File: src/rtl/core/tccu_pkg.sv
// Shared types, codes and constants for the text console cursor engine.
package tccu_pkg;

  localparam logic       OP_WRITE = 1'b0;
  localparam logic       OP_CLEAR = 1'b1;

  localparam logic [7:0] CH_NEWLINE   = 8'd10;
  localparam logic [7:0] CH_BACKSPACE = 8'd8;
  localparam logic [7:0] CH_SPACE     = 8'd32;

  localparam logic [1:0] ACT_DRAW   = 2'd0;
  localparam logic [1:0] ACT_SCROLL = 2'd1;
  localparam logic [1:0] ACT_CLEAR  = 2'd2;
  localparam logic [1:0] ACT_NONE   = 2'd3;

  localparam logic [7:0] REG_COLUMNS  = 8'd0;
  localparam logic [7:0] REG_ROWS     = 8'd1;
  localparam logic [7:0] REG_FG_COLOR = 8'd2;
  localparam logic [7:0] REG_BG_COLOR = 8'd3;

  localparam logic [7:0] COLUMNS_RESET  = 8'd80;
  localparam logic [7:0] ROWS_RESET     = 8'd25;
  localparam logic [3:0] FG_COLOR_RESET = 4'd15;
  localparam logic [3:0] BG_COLOR_RESET = 4'd0;

  localparam int QUEUE_DEPTH = 4;
  localparam int QPTR_W      = $clog2(QUEUE_DEPTH);

  typedef struct packed {
    logic [7:0] columns;
    logic [7:0] rows;
    logic [3:0] fg_color;
    logic [3:0] bg_color;
  } cfg_t;

  typedef struct packed {
    logic [1:0] action;
    logic [7:0] col;
    logic [7:0] row;
    logic [7:0] glyph;
    logic [3:0] glyph_fg;
    logic [3:0] glyph_bg;
    logic       accepted;
    logic       last;
  } result_t;

  // Up to two words per character, pushed into the result queue together.
  typedef struct packed {
    logic    push;
    logic    two;
    result_t first;
    result_t second;
  } step_out_t;

endpackage

File: src/rtl/core/text_console_cursor_engine_unit.sv
// A request word is registered in the input stage, then written into the result queue,
// whose head drives the result port; the request waits while the queue lacks room.
// Throughput: one request per cycle while each yields one word and the queue has room;
// a draw plus a scroll gives two words for the one-word-per-cycle result port.
// Results pass a 4-entry queue, fed from the input stage while it holds at most 2 words.
// Reset (rst, synchronous): cursor to top-left, registers to 80x25 white on black,
// input stage and result queue emptied.
module text_console_cursor_engine_unit (
  input  logic       clk,
  input  logic       rst,
  input  logic       cfg_valid,
  output logic       cfg_ready,
  input  logic [7:0] cfg_index,
  input  logic [7:0] cfg_data,
  input  logic       req_valid,
  output logic       req_stall,
  input  logic       operation,
  input  logic [7:0] char_code,
  output logic       res_valid,
  input  logic       res_stall,
  output logic [1:0] action,
  output logic [7:0] col,
  output logic [7:0] row,
  output logic [7:0] glyph,
  output logic [3:0] glyph_fg,
  output logic [3:0] glyph_bg,
  output logic       accepted,
  output logic       last
);
  import tccu_pkg::*;

  cfg_t      cfg;
  step_out_t step;
  result_t   head;
  logic      in_full;
  logic      op_q;
  logic [7:0] ch_q;
  logic      room, advance, pop;

  assign cfg_ready = 1'b1;

  tccu_cfg_regs u_cfg (
    .clk      (clk),
    .rst      (rst),
    .wr_en    (cfg_valid && cfg_ready),
    .wr_index (cfg_index),
    .wr_data  (cfg_data),
    .cfg      (cfg)
  );

  assign advance   = in_full && room;
  assign req_stall = in_full && !room;

  always_ff @(posedge clk) begin
    if (rst) begin
      in_full <= 1'b0;
    end else if (req_valid && !req_stall) begin
      in_full <= 1'b1;
    end else if (advance) begin
      in_full <= 1'b0;
    end
  end

  always_ff @(posedge clk) begin
    if (req_valid && !req_stall) begin
      op_q <= operation;
      ch_q <= char_code;
    end
  end

  tccu_step u_step (
    .clk       (clk),
    .rst       (rst),
    .go        (advance),
    .operation (op_q),
    .char_code (ch_q),
    .cfg       (cfg),
    .step      (step)
  );

  assign pop = res_valid && !res_stall;

  tccu_res_queue u_queue (
    .clk       (clk),
    .rst       (rst),
    .step      (step),
    .pop       (pop),
    .room      (room),
    .not_empty (res_valid),
    .head      (head)
  );

  assign action   = head.action;
  assign col      = head.col;
  assign row      = head.row;
  assign glyph    = head.glyph;
  assign glyph_fg = head.glyph_fg;
  assign glyph_bg = head.glyph_bg;
  assign accepted = head.accepted;
  assign last     = head.last;

endmodule

File: src/rtl/core/tccu_cfg_regs.sv
// Configuration register file: screen size and drawing colors.
module tccu_cfg_regs (
  input  logic          clk,
  input  logic          rst,
  input  logic          wr_en,
  input  logic [7:0]    wr_index,
  input  logic [7:0]    wr_data,
  output tccu_pkg::cfg_t cfg
);
  import tccu_pkg::*;

  always_ff @(posedge clk) begin
    if (rst) begin
      cfg.columns  <= COLUMNS_RESET;
      cfg.rows     <= ROWS_RESET;
      cfg.fg_color <= FG_COLOR_RESET;
      cfg.bg_color <= BG_COLOR_RESET;
    end else if (wr_en) begin
      case (wr_index)
        REG_COLUMNS:  cfg.columns  <= wr_data;
        REG_ROWS:     cfg.rows     <= wr_data;
        REG_FG_COLOR: cfg.fg_color <= wr_data[3:0];
        REG_BG_COLOR: cfg.bg_color <= wr_data[3:0];
        default: ;
      endcase
    end
  end

endmodule

File: src/rtl/core/tccu_step.sv
// Cursor state and the single-pass logic that turns one request into screen actions.
module tccu_step (
  input  logic               clk,
  input  logic               rst,
  input  logic               go,
  input  logic               operation,
  input  logic [7:0]         char_code,
  input  tccu_pkg::cfg_t     cfg,
  output tccu_pkg::step_out_t step
);
  import tccu_pkg::*;

  logic [7:0] cursor_col, cursor_row;
  logic [7:0] cursor_col_next, cursor_row_next;
  logic [7:0] last_col, last_row;
  logic [7:0] c, r;
  result_t    blank;

  // zero dimension behaves as one
  assign last_col = (cfg.columns == 8'd0) ? 8'd0 : cfg.columns - 8'd1;
  assign last_row = (cfg.rows == 8'd0) ? 8'd0 : cfg.rows - 8'd1;

  // clamp a cursor left off screen by a shrink
  assign c = (cursor_col > last_col) ? last_col : cursor_col;
  assign r = (cursor_row > last_row) ? last_row : cursor_row;

  always_comb begin
    blank           = '0;
    blank.action    = ACT_NONE;
    blank.accepted  = 1'b1;
    step.push       = go;
    step.two        = 1'b0;
    step.first      = blank;
    step.second     = blank;
    step.second.action = ACT_SCROLL;
    step.second.last   = 1'b1;
    cursor_col_next = c;
    cursor_row_next = r;

    if (operation == OP_CLEAR) begin
      cursor_col_next    = 8'd0;
      cursor_row_next    = 8'd0;
      step.first.action  = ACT_CLEAR;
    end else if (char_code == CH_NEWLINE) begin
      cursor_col_next = 8'd0;
      if (r == last_row) begin
        step.first.action = ACT_SCROLL;
      end else begin
        cursor_row_next = r + 8'd1;
      end
    end else if (char_code == CH_BACKSPACE) begin
      if (c == 8'd0 && r == 8'd0) begin
        step.first.accepted = 1'b0;
      end else begin
        if (c == 8'd0) begin
          cursor_row_next = r - 8'd1;
          cursor_col_next = last_col;
        end else begin
          cursor_col_next = c - 8'd1;
        end
        step.first.action   = ACT_DRAW;
        step.first.col      = cursor_col_next;
        step.first.row      = cursor_row_next;
        step.first.glyph    = CH_SPACE;
        step.first.glyph_fg = cfg.fg_color;
        step.first.glyph_bg = cfg.bg_color;
      end
    end else begin
      step.first.action   = ACT_DRAW;
      step.first.col      = c;
      step.first.row      = r;
      step.first.glyph    = char_code;
      step.first.glyph_fg = cfg.fg_color;
      step.first.glyph_bg = cfg.bg_color;
      if (c == last_col) begin
        cursor_col_next = 8'd0;
        if (r == last_row) begin
          step.two = 1'b1;
        end else begin
          cursor_row_next = r + 8'd1;
        end
      end else begin
        cursor_col_next = c + 8'd1;
      end
    end
    step.first.last = !step.two;
  end

  always_ff @(posedge clk) begin
    if (rst) begin
      cursor_col <= 8'd0;
      cursor_row <= 8'd0;
    end else if (go) begin
      cursor_col <= cursor_col_next;
      cursor_row <= cursor_row_next;
    end
  end

endmodule

File: src/rtl/core/tccu_res_queue.sv
// Result queue: takes one or two words per cycle, hands out one word per cycle on pop.
module tccu_res_queue (
  input  logic                clk,
  input  logic                rst,
  input  tccu_pkg::step_out_t step,
  input  logic                pop,
  output logic                room,
  output logic                not_empty,
  output tccu_pkg::result_t   head
);
  import tccu_pkg::*;

  result_t                 mem [QUEUE_DEPTH];
  logic [QPTR_W-1:0]       wptr, rptr;
  logic [QPTR_W:0]         count, count_next;
  logic [QPTR_W:0]         n_push;

  assign n_push    = step.push ? (step.two ? (QPTR_W+1)'(2) : (QPTR_W+1)'(1))
                               : '0;
  assign room      = count <= (QPTR_W+1)'(QUEUE_DEPTH - 2);
  assign not_empty = count != '0;
  assign head      = mem[rptr];
  assign count_next = count + n_push - {{QPTR_W{1'b0}}, pop};

  always_ff @(posedge clk) begin
    if (rst) begin
      wptr  <= '0;
      rptr  <= '0;
      count <= '0;
    end else begin
      wptr  <= wptr + n_push[QPTR_W-1:0];
      count <= count_next;
      if (pop) begin
        rptr <= rptr + QPTR_W'(1);
      end
    end
  end

  always_ff @(posedge clk) begin
    if (step.push) begin
      mem[wptr] <= step.first;
      if (step.two) begin
        mem[wptr + QPTR_W'(1)] <= step.second;
      end
    end
  end

endmodule

File: config.mk
export PLATFORM = sky130hd
export DESIGN_NAME = text_console_cursor_engine_unit
export DESIGN_NICKNAME = d
export VERILOG_FILES = /design/src/rtl/core/tccu_pkg.sv /design/src/rtl/core/text_console_cursor_engine_unit.sv /design/src/rtl/core/tccu_cfg_regs.sv /design/src/rtl/core/tccu_step.sv /design/src/rtl/core/tccu_res_queue.sv
export SDC_FILE = /design/constraint.sdc
export NUM_CORES = 1
export LEC_CHECK = 0
export ABC_AREA = 1
export BUFFER_PORTS_ARGS = -buffer_cell sky130_fd_sc_hd__buf_2
export CAP_MARGIN = 5
export CORE_UTILIZATION = 31
export DETAILED_ROUTE_END_ITERATION = 6
export PLACE_DENSITY = 0.48
export SYNTH_ARGS = -nofsm -noshare
export SYNTH_HDL_FRONTEND = slang
export SYNTH_SLANG_ARGS = --single-unit
File: constraint.sdc
create_clock -name clk -period 5.26 [get_ports clk]
set_clock_uncertainty 0.1 [all_clocks]
set_input_delay 0.263 -clock clk [delete_from_list [all_inputs] [get_ports clk]]
set_output_delay 0.263 -clock clk [all_outputs]
set_load 0.005 [all_outputs]
==> impl_metrics.py, run 1 <==
metrics = {
    "floorplan": {
        "die_area_um2": 36800,
        "chipHeight_um": 192,
        "dieWidth_um": 192,
        "io_pins": 69,
        "core_um2": 35500,
        "initial_core_util": 0.315,
        "rows": 69,
    },
    "finish": {
        "nNetsFinal": 1780,
        "n_antenna_cell": 0,
        "fin_util": 0.366,
        "drive_gt1_frac": 0.113,
        "layout_commonest_cell": "nand2_1",
        "final_cell_mix": "nand2_1 (328), nor2_1 (249), o21ai_0 (204), dfxtp_1 (193), a21oi_1 (149)",
        "area_growth_pct": 16.1,
    },
    "yosys": {
        "synth_edf_count": 9,
        "syn_avg_cell_area_um2": 6.70,
        "synthFlopType": "dfxtp_1",
        "netlist-cell-type-count": 41,
        "yosysSeqAreaShare": 0.372,
        "synth_area_um2": 11200,
        "ys_seq_elements": 203,
        "syn-instance-count": 1667,
        "synth_async_sr_flop_share": 0,
        "ys_warn_count": 0,
        "synth_nets": 1727,
    },
    "setup_path": {
        "cp_slowest_stage_delay_ps": 370,
        "cp.required_ps": 5620,
        "slowest_stage": "ha_1",
        "arrival_ps": 5070,
        "crit_path_end_kind": "flop",
        "crit_top_cell": "nand2_1",
        "crit_buf_inv": 5,
        "cp_top_family": "simple AND/OR/NAND/NOR gates",
        "cp_max_fo": 29,
        "worstSetupPathType": "flop to flop",
        "cp-start-kind": "flop",
    },
    "sta": {
        "finalHoldViolCount": 0,
        "fin_tns_setup_ps": 0,
        "fmax_ghz": 0.212,
        "fin_crit_ps": 4710,
        "setup_viol_count_final": 0,
        "hold_slack_ps": 59.6,
        "min_period_over_period": 0.895,
        "drv_slew": 0,
        "tightest_slew_ps": 791,
        "rsz0062_at_grt": "false",
        "slew_headroom": 0.471,
    },
    "power": {
        "power_frac_seq": 0.403,
        "p_sw_mw": 1.87,
        "power_frac_comb": 0.271,
        "peakVddDrop_uv": 268,
        "p_int_mw": 3.78,
        "p_sw_frac": 0.331,
        "power_density_nw_per_um2": 436,
        "clkPwrFrac": 0.326,
        "power_leakage_nw": 5.74,
    },
    "clocking": {
        "cts_tree": "built",
        "cts_buffer_depth": 3,
        "clkSlewWorstSetupHoldPaths_ps": 60,
        "root_buffer": "clkbuf_16",
        "htree_levels": 1,
        "worstSkewPairLatency_ps": 540,
        "post-cts-setup-buffers": 0,
        "clock-sinks": 203,
        "numCtsBuffers": 25,
    },
    "routing": {
        "dr.pass1.iters": 7,
        "routedWlPerCell_um": 17.3,
        "drc": 0,
        "drt_iter0_drc": 829,
        "viasPerCell": 5.12,
        "drt_wl_total_um": 38000,
        "detail-route-antenna-nets": 0,
        "dr_total_vias": 11300,
    },
    "global_routing": {
        "overflow": 0,
        "antenna_found_initial": 0,
        "grtUsageTotal": 0.204,
        "grt_pass1_wl_um": 58500,
        "grt_start_max_net_pins": 55,
        "grt_pass1_vias": 10100,
    },
    "place": {
        "hpwl_um": 25600,
        "place.gp.congestion": 0.845,
        "port-buffer-count": 67,
    },
    "run_status": {
        "status": "finished, final reports clean",
    },
    "run": {
        "maxCapViolCount": 0,
    },
    "min_path": {
        "hold_class": "primary input to flop",
    },
}
repair_timing:
action                                  in CTS  in global routing
resized for setup                            0                  3
endpoints found under the hold margin       31                  0
hold buffers                                19                  0
endpoints found under the setup margin       0                 53
path summary, 6_finish.rpt:
| check | startpoint | depth (start not counted) | endpoint | slack (ps) |
|---|---|---|---|---|
| setup / recovery | u_cfg.cfg[16] | 25 | u_queue.mem[1][15] | 550 |
| hold / removal | cfg_index[1] | 3 | u_cfg.cfg[8] | 60 |
| setup reg to reg | u_cfg.cfg[16] | 25 | u_queue.mem[1][15] | 550 |
| hold reg to reg | u_queue.mem[2][10] | 2 | u_queue.mem[2][10] | 360 |
cell families (layout without fill, tap and decap cells):
family	after synthesis	in the layout	share of synthesized area
AOI/OAI and AO/OA	437	437	0.205
adders and majority gates	30	30	0.0343
other	1	1	0.000336
and+or+nand+nor	779	779	0.300
buffers and inverters	204	275	0.0785
xor gates and xnor gates	13	13	0.0102
DFF	203	203	0.372
worst register-to-register path, delay by kind of cell, from the launching register on:
family,cells,cell delay [ps]
and+or+nand+nor,14,2350
adders and majority gates,3,800
buffers and inverters,5,670
AOI/OAI and AO/OA,3,400
DFF,1,340
cells in the mapped netlist (5+ instances only):
cell type  instances  share of area
o21ai_0          204          0.091
inv_2              8         0.0027
o22ai_1           36          0.020
o21ai_1           27          0.012
dfxtp_1          194           0.35
nand2_1          328           0.11
nand3b_1           6         0.0040
buf_2              8         0.0036
nor2_1           249          0.084
xor2_1            13          0.010
edfxtp_1           9          0.024
nand4_1            7         0.0039
buf_1              6         0.0020
inv_1            101          0.034
clkbuf_1          61          0.020
nand2_2           15         0.0084
o211ai_1          11         0.0074
nor2_4             8         0.0081
ha_1              29          0.032
nand3_1          144          0.065
a21oi_1          149          0.067
buf_6             12          0.012
clkinv_1           5         0.0017
layout make-up:
| type | instances | area (um^2) |
|---|---|---|
| inverters | 114 | 428 |
| flip-flops and latches | 203 | 4160 |
| clock inverters | 12 | 170 |
| repair buffers | 116 | 751 |
| multi-input cells | 1260 | 6170 |
| fillers | 3829 | 22500 |
| well taps | 461 | 577 |
| clock buffers | 33 | 716 |
power by group through the flow:
stage / sequential (mW) / clock (mW) / combinational, mW
final: 2.28 / 1.84 / 1.53
after global routing: 2.33 / 1.95 / 1.76
after CTS: 2.27 / 1.89 / 1.55
after detailed placement: 2.29 / 0 / 1.53
after global placement: 2.29 / 0 / 1.52
after floorplan: 2.22 / 0 / 1.03
flip-flops by register name, summed over array words and instances (netlist names), named ones only:
register	flops
u_queue.mem	144
u_cfg.cfg	24
ch_q	8
u_step.cursor_col	8
u_step.cursor_row	8
u_queue.count	3
u_queue.rptr	2
u_queue.wptr	2
in_full	1
op_q	1
metrics by stage:
step	setup WS (ps)	total power, mW	cells	cell area (um^2)
global placement	578	3.81	2135	11900
global route	27.9	6.04	2199	13000
detailed placement	397	3.83	2135	11900
CTS	361	5.70	2199	13000
finish	551	5.65	2199	13000
floorplan	1300	3.25	1667	11200
metal layers:
layer / routed length, um / part of all wire / global-route usage / up-vias
met3: 2280 / 0.060 / 0.0323 / 39
li1: - / - / - / 5669
met1: 18000 / 0.48 / 0.285 / 5241
met5: 0 / 0 / 0 / -
met4: 616 / 0.016 / 0.0406 / 0
met2: 17000 / 0.45 / 0.329 / 308
No activity file was read; power rests on OpenSTA's default activity.
==> run 2: changes to the inputs <==
--- a/config.mk
+++ b/config.mk
@@ -6,11 +6,12 @@
 export NUM_CORES = 1
 export LEC_CHECK = 0
 export ABC_AREA = 1
-export BUFFER_PORTS_ARGS = -buffer_cell sky130_fd_sc_hd__buf_2
 export CAP_MARGIN = 5
+export CORE_MARGIN = 8
 export CORE_UTILIZATION = 31
 export DETAILED_ROUTE_END_ITERATION = 6
-export PLACE_DENSITY = 0.48
+export DONT_BUFFER_PORTS = 1
+export PLACE_DENSITY = 0.47
 export SYNTH_ARGS = -nofsm -noshare
 export SYNTH_HDL_FRONTEND = slang
 export SYNTH_SLANG_ARGS = --single-unit
==> constraint.sdc (replaced) <==
create_clock -name clk -period 4.5 [get_ports clk]
set_clock_uncertainty 0.1 [all_clocks]
set_input_delay 0.225 -clock clk [delete_from_list [all_inputs] [get_ports clk]]
set_output_delay 0.225 -clock clk [all_outputs]
set_load 0.005 [all_outputs]
==> run 2 against run 1 <==
Sequential power is 16% higher. Count of clock-buffer cells in the layout is 2 lower. Combinational power is 8% higher. Critical path depth stayed put. Largest power group unchanged. Sequential share of layout area is 0.35 points higher. Power is 11% higher. Final area is 1.1% lower. Setup slack worse by 140 ps. Register-to-register slack worse by 140 ps. Clock power is 8% higher.
==> impl_metrics.py, run 2 (synthesis gave the netlist of run 1 again) <==
metrics = {
    "run_status": {
        "status": "finished, final reports clean",
    },
    "sta": {
        "setup_ws_ps": 412,
        "tightest_slew_ps": 1010,
        "fmax_ghz": 0.245,
        "finalHoldViolCount": 0,
        "setup_viol_count_final": 0,
        "drv_slew": 0,
        "rsz0062_at_grt": "false",
        "fin_crit_ps": 4090,
        "slew_headroom": 0.328,
        "min_period_over_period": 0.908,
        "fin_tns_setup_ps": 0,
    },
    "floorplan": {
        "io_pins": 69,
        "die_area_um2": 42400,
        "initial_core_util": 0.314,
        "dieWidth_um": 206,
        "chipHeight_um": 206,
        "rows": 69,
        "core_um2": 35600,
    },
    "finish": {
        "area_growth_pct": 14.9,
        "largest_register_ffs": 144,
        "nNetsFinal": 1737,
        "final_cell_mix": "nand2_1 (325), nor2_1 (241), o21ai_0 (200), dfxtp_1 (193), a21oi_1 (149)",
        "reg_top3": "u_queue.mem: 144 flops, u_cfg.cfg: 24 flops",
        "fin_util": 0.361,
        "layout_commonest_cell": "nand2_1",
        "top_register": "u_queue.mem",
        "drive_gt1_frac": 0.0891,
    },
    "clocking": {
        "cts_tree": "built",
        "worstSkewPairLatency_ps": 540,
        "root_buffer": "clkbuf_16",
        "htree_levels": 1,
        "cts_buffer_depth": 3,
        "clkSlewWorstSetupHoldPaths_ps": 70,
        "numCtsBuffers": 24,
        "clock-sinks": 203,
    },
    "power": {
        "p_total_mw": 6.28,
        "power_density_nw_per_um2": 489,
        "peakVddDrop_uv": 269,
        "power_leakage_nw": 5.55,
    },
    "place": {
        "pre_cts_ws_ps": 139,
        "port-buffer-count": 0,
        "place.gp.congestion": 0.873,
        "hpwl_um": 25900,
    },
    "routing": {
        "viasPerCell": 5.14,
        "dr_total_vias": 11100,
        "drc": 0,
        "dr.pass1.iters": 5,
        "drt_wl_total_um": 39200,
        "detail-route-antenna-nets": 0,
        "drt_iter0_drc": 680,
        "routedWlPerCell_um": 18.2,
    },
    "setup_path": {
        "crit_path_end_kind": "flop",
        "cp.required_ps": 4810,
        "worstSetupPathType": "flop to flop",
        "r2r_start": "u_cfg.cfg[17]",
        "critPathLaunch": "u_cfg.cfg[17]",
        "cp-start-kind": "flop",
        "cp_max_fo": 17,
        "arrival_ps": 4400,
    },
    "global_routing": {
        "grt_pass1_wl_um": 60900,
        "grtUsageTotal": 0.181,
        "grt_start_max_net_pins": 73,
        "antenna_found_initial": 1,
        "grtUsageMet2": 0.293,
        "globalRouteMet1Util": 0.249,
        "top_usage_layer": "met2",
        "grt_pass1_vias": 10400,
        "met3_usage": 0.0271,
        "overflow": 0,
    },
    "min_path": {
        "hp-start": "cfg_index[1]",
        "hold_class": "primary input to flop",
    },
    "run": {
        "maxCapViolCount": 0,
    },
}
## run 2: cell types whose count changed in the layout (fill, tap and decap cells not counted), sizes merged
cell	delta
buf	-50
clkinv	+3
clkbuf	-2
dlygate4sd3	+8
bufinv	-1
inv	-2
diode	+1
## run 2: routing by layer
| layer | wire (um) | vias to the layer above | part of all wire |
|---|---|---|---|
| li1 | - | 5577 | - |
| met1 | 18600 | 5175 | 0.47 |
| met2 | 17600 | 275 | 0.45 |
| met3 | 2130 | 57 | 0.054 |
| met4 | 844 | 0 | 0.022 |
| met5 | 0 | - | 0 |
## run 2: power by group
part / leakage, nW / internal, mW / switching [mW] / total [mW]
Clock: 0.391 / 1.17 / 0.818 / 1.99
Combinational: 3.48 / 0.588 / 1.06 / 1.65
Sequential: 1.69 / 2.38 / 0.265 / 2.64
Total: 5.55 / 4.14 / 2.14 / 6.28
## run 2: worst paths after layout
check,to,slack [ps],depth (start not counted)
setup / recovery,u_queue.count[2],410,25
hold / removal,u_cfg.cfg[5],20,2
setup reg to reg,u_queue.count[2],410,25
hold reg to reg,u_queue.mem[1][10],360,2
## run 2: stage by stage
stage,hold slack [ps],instances,area [um^2]
3_3_place_gp,200,2083,11700
4_1_cts,2.87,2154,12800
5_1_grt,35.0,2156,12800
3_5_place_dp,202,2083,11700
2_1_floorplan,224,1667,11200
6_report,17.5,2156,12800
## run 2: worst max-delay path, stage by stage, from the launching register on
cell and delay (ps):
dfxtp_1 300, inv_1 110, ha_1 220, inv_1 80
nor2_4 130, nand2_1 70, nand2_1 50, nand3_1 130
ha_1 310, nand2_1 70, nor2_2 150, nand2_1 100
nand2_4 120, nand2_4 120, buf_4 210, nand3_1 80
nand2_1 60, nor2_1 90, nand2_1 110, nor2_4 180
nand4_1 140, ha_1 310, inv_1 50, fa_1 430
o21ai_1 160, a21oi_1 60
## run 2: layout make-up
| class | instances | area (um^2) |
|---|---|---|
| fillers | 3869 | 22700 |
| well taps | 461 | 577 |
| diodes | 1 | 2.50 |
| clock inverters | 12 | 133 |
| multi-input cells | 1260 | 6200 |
| inverters | 114 | 435 |
| flip-flops and latches | 203 | 4160 |
| repair buffers | 74 | 656 |
| clock buffers | 31 | 668 |
## run 2: timing repair
item,CTS,global route
setup buffers,0,1
gates resized for setup,0,27
hold endpoints to repair,58,0
hold buffers,28,0
endpoints found under the setup margin,0,131
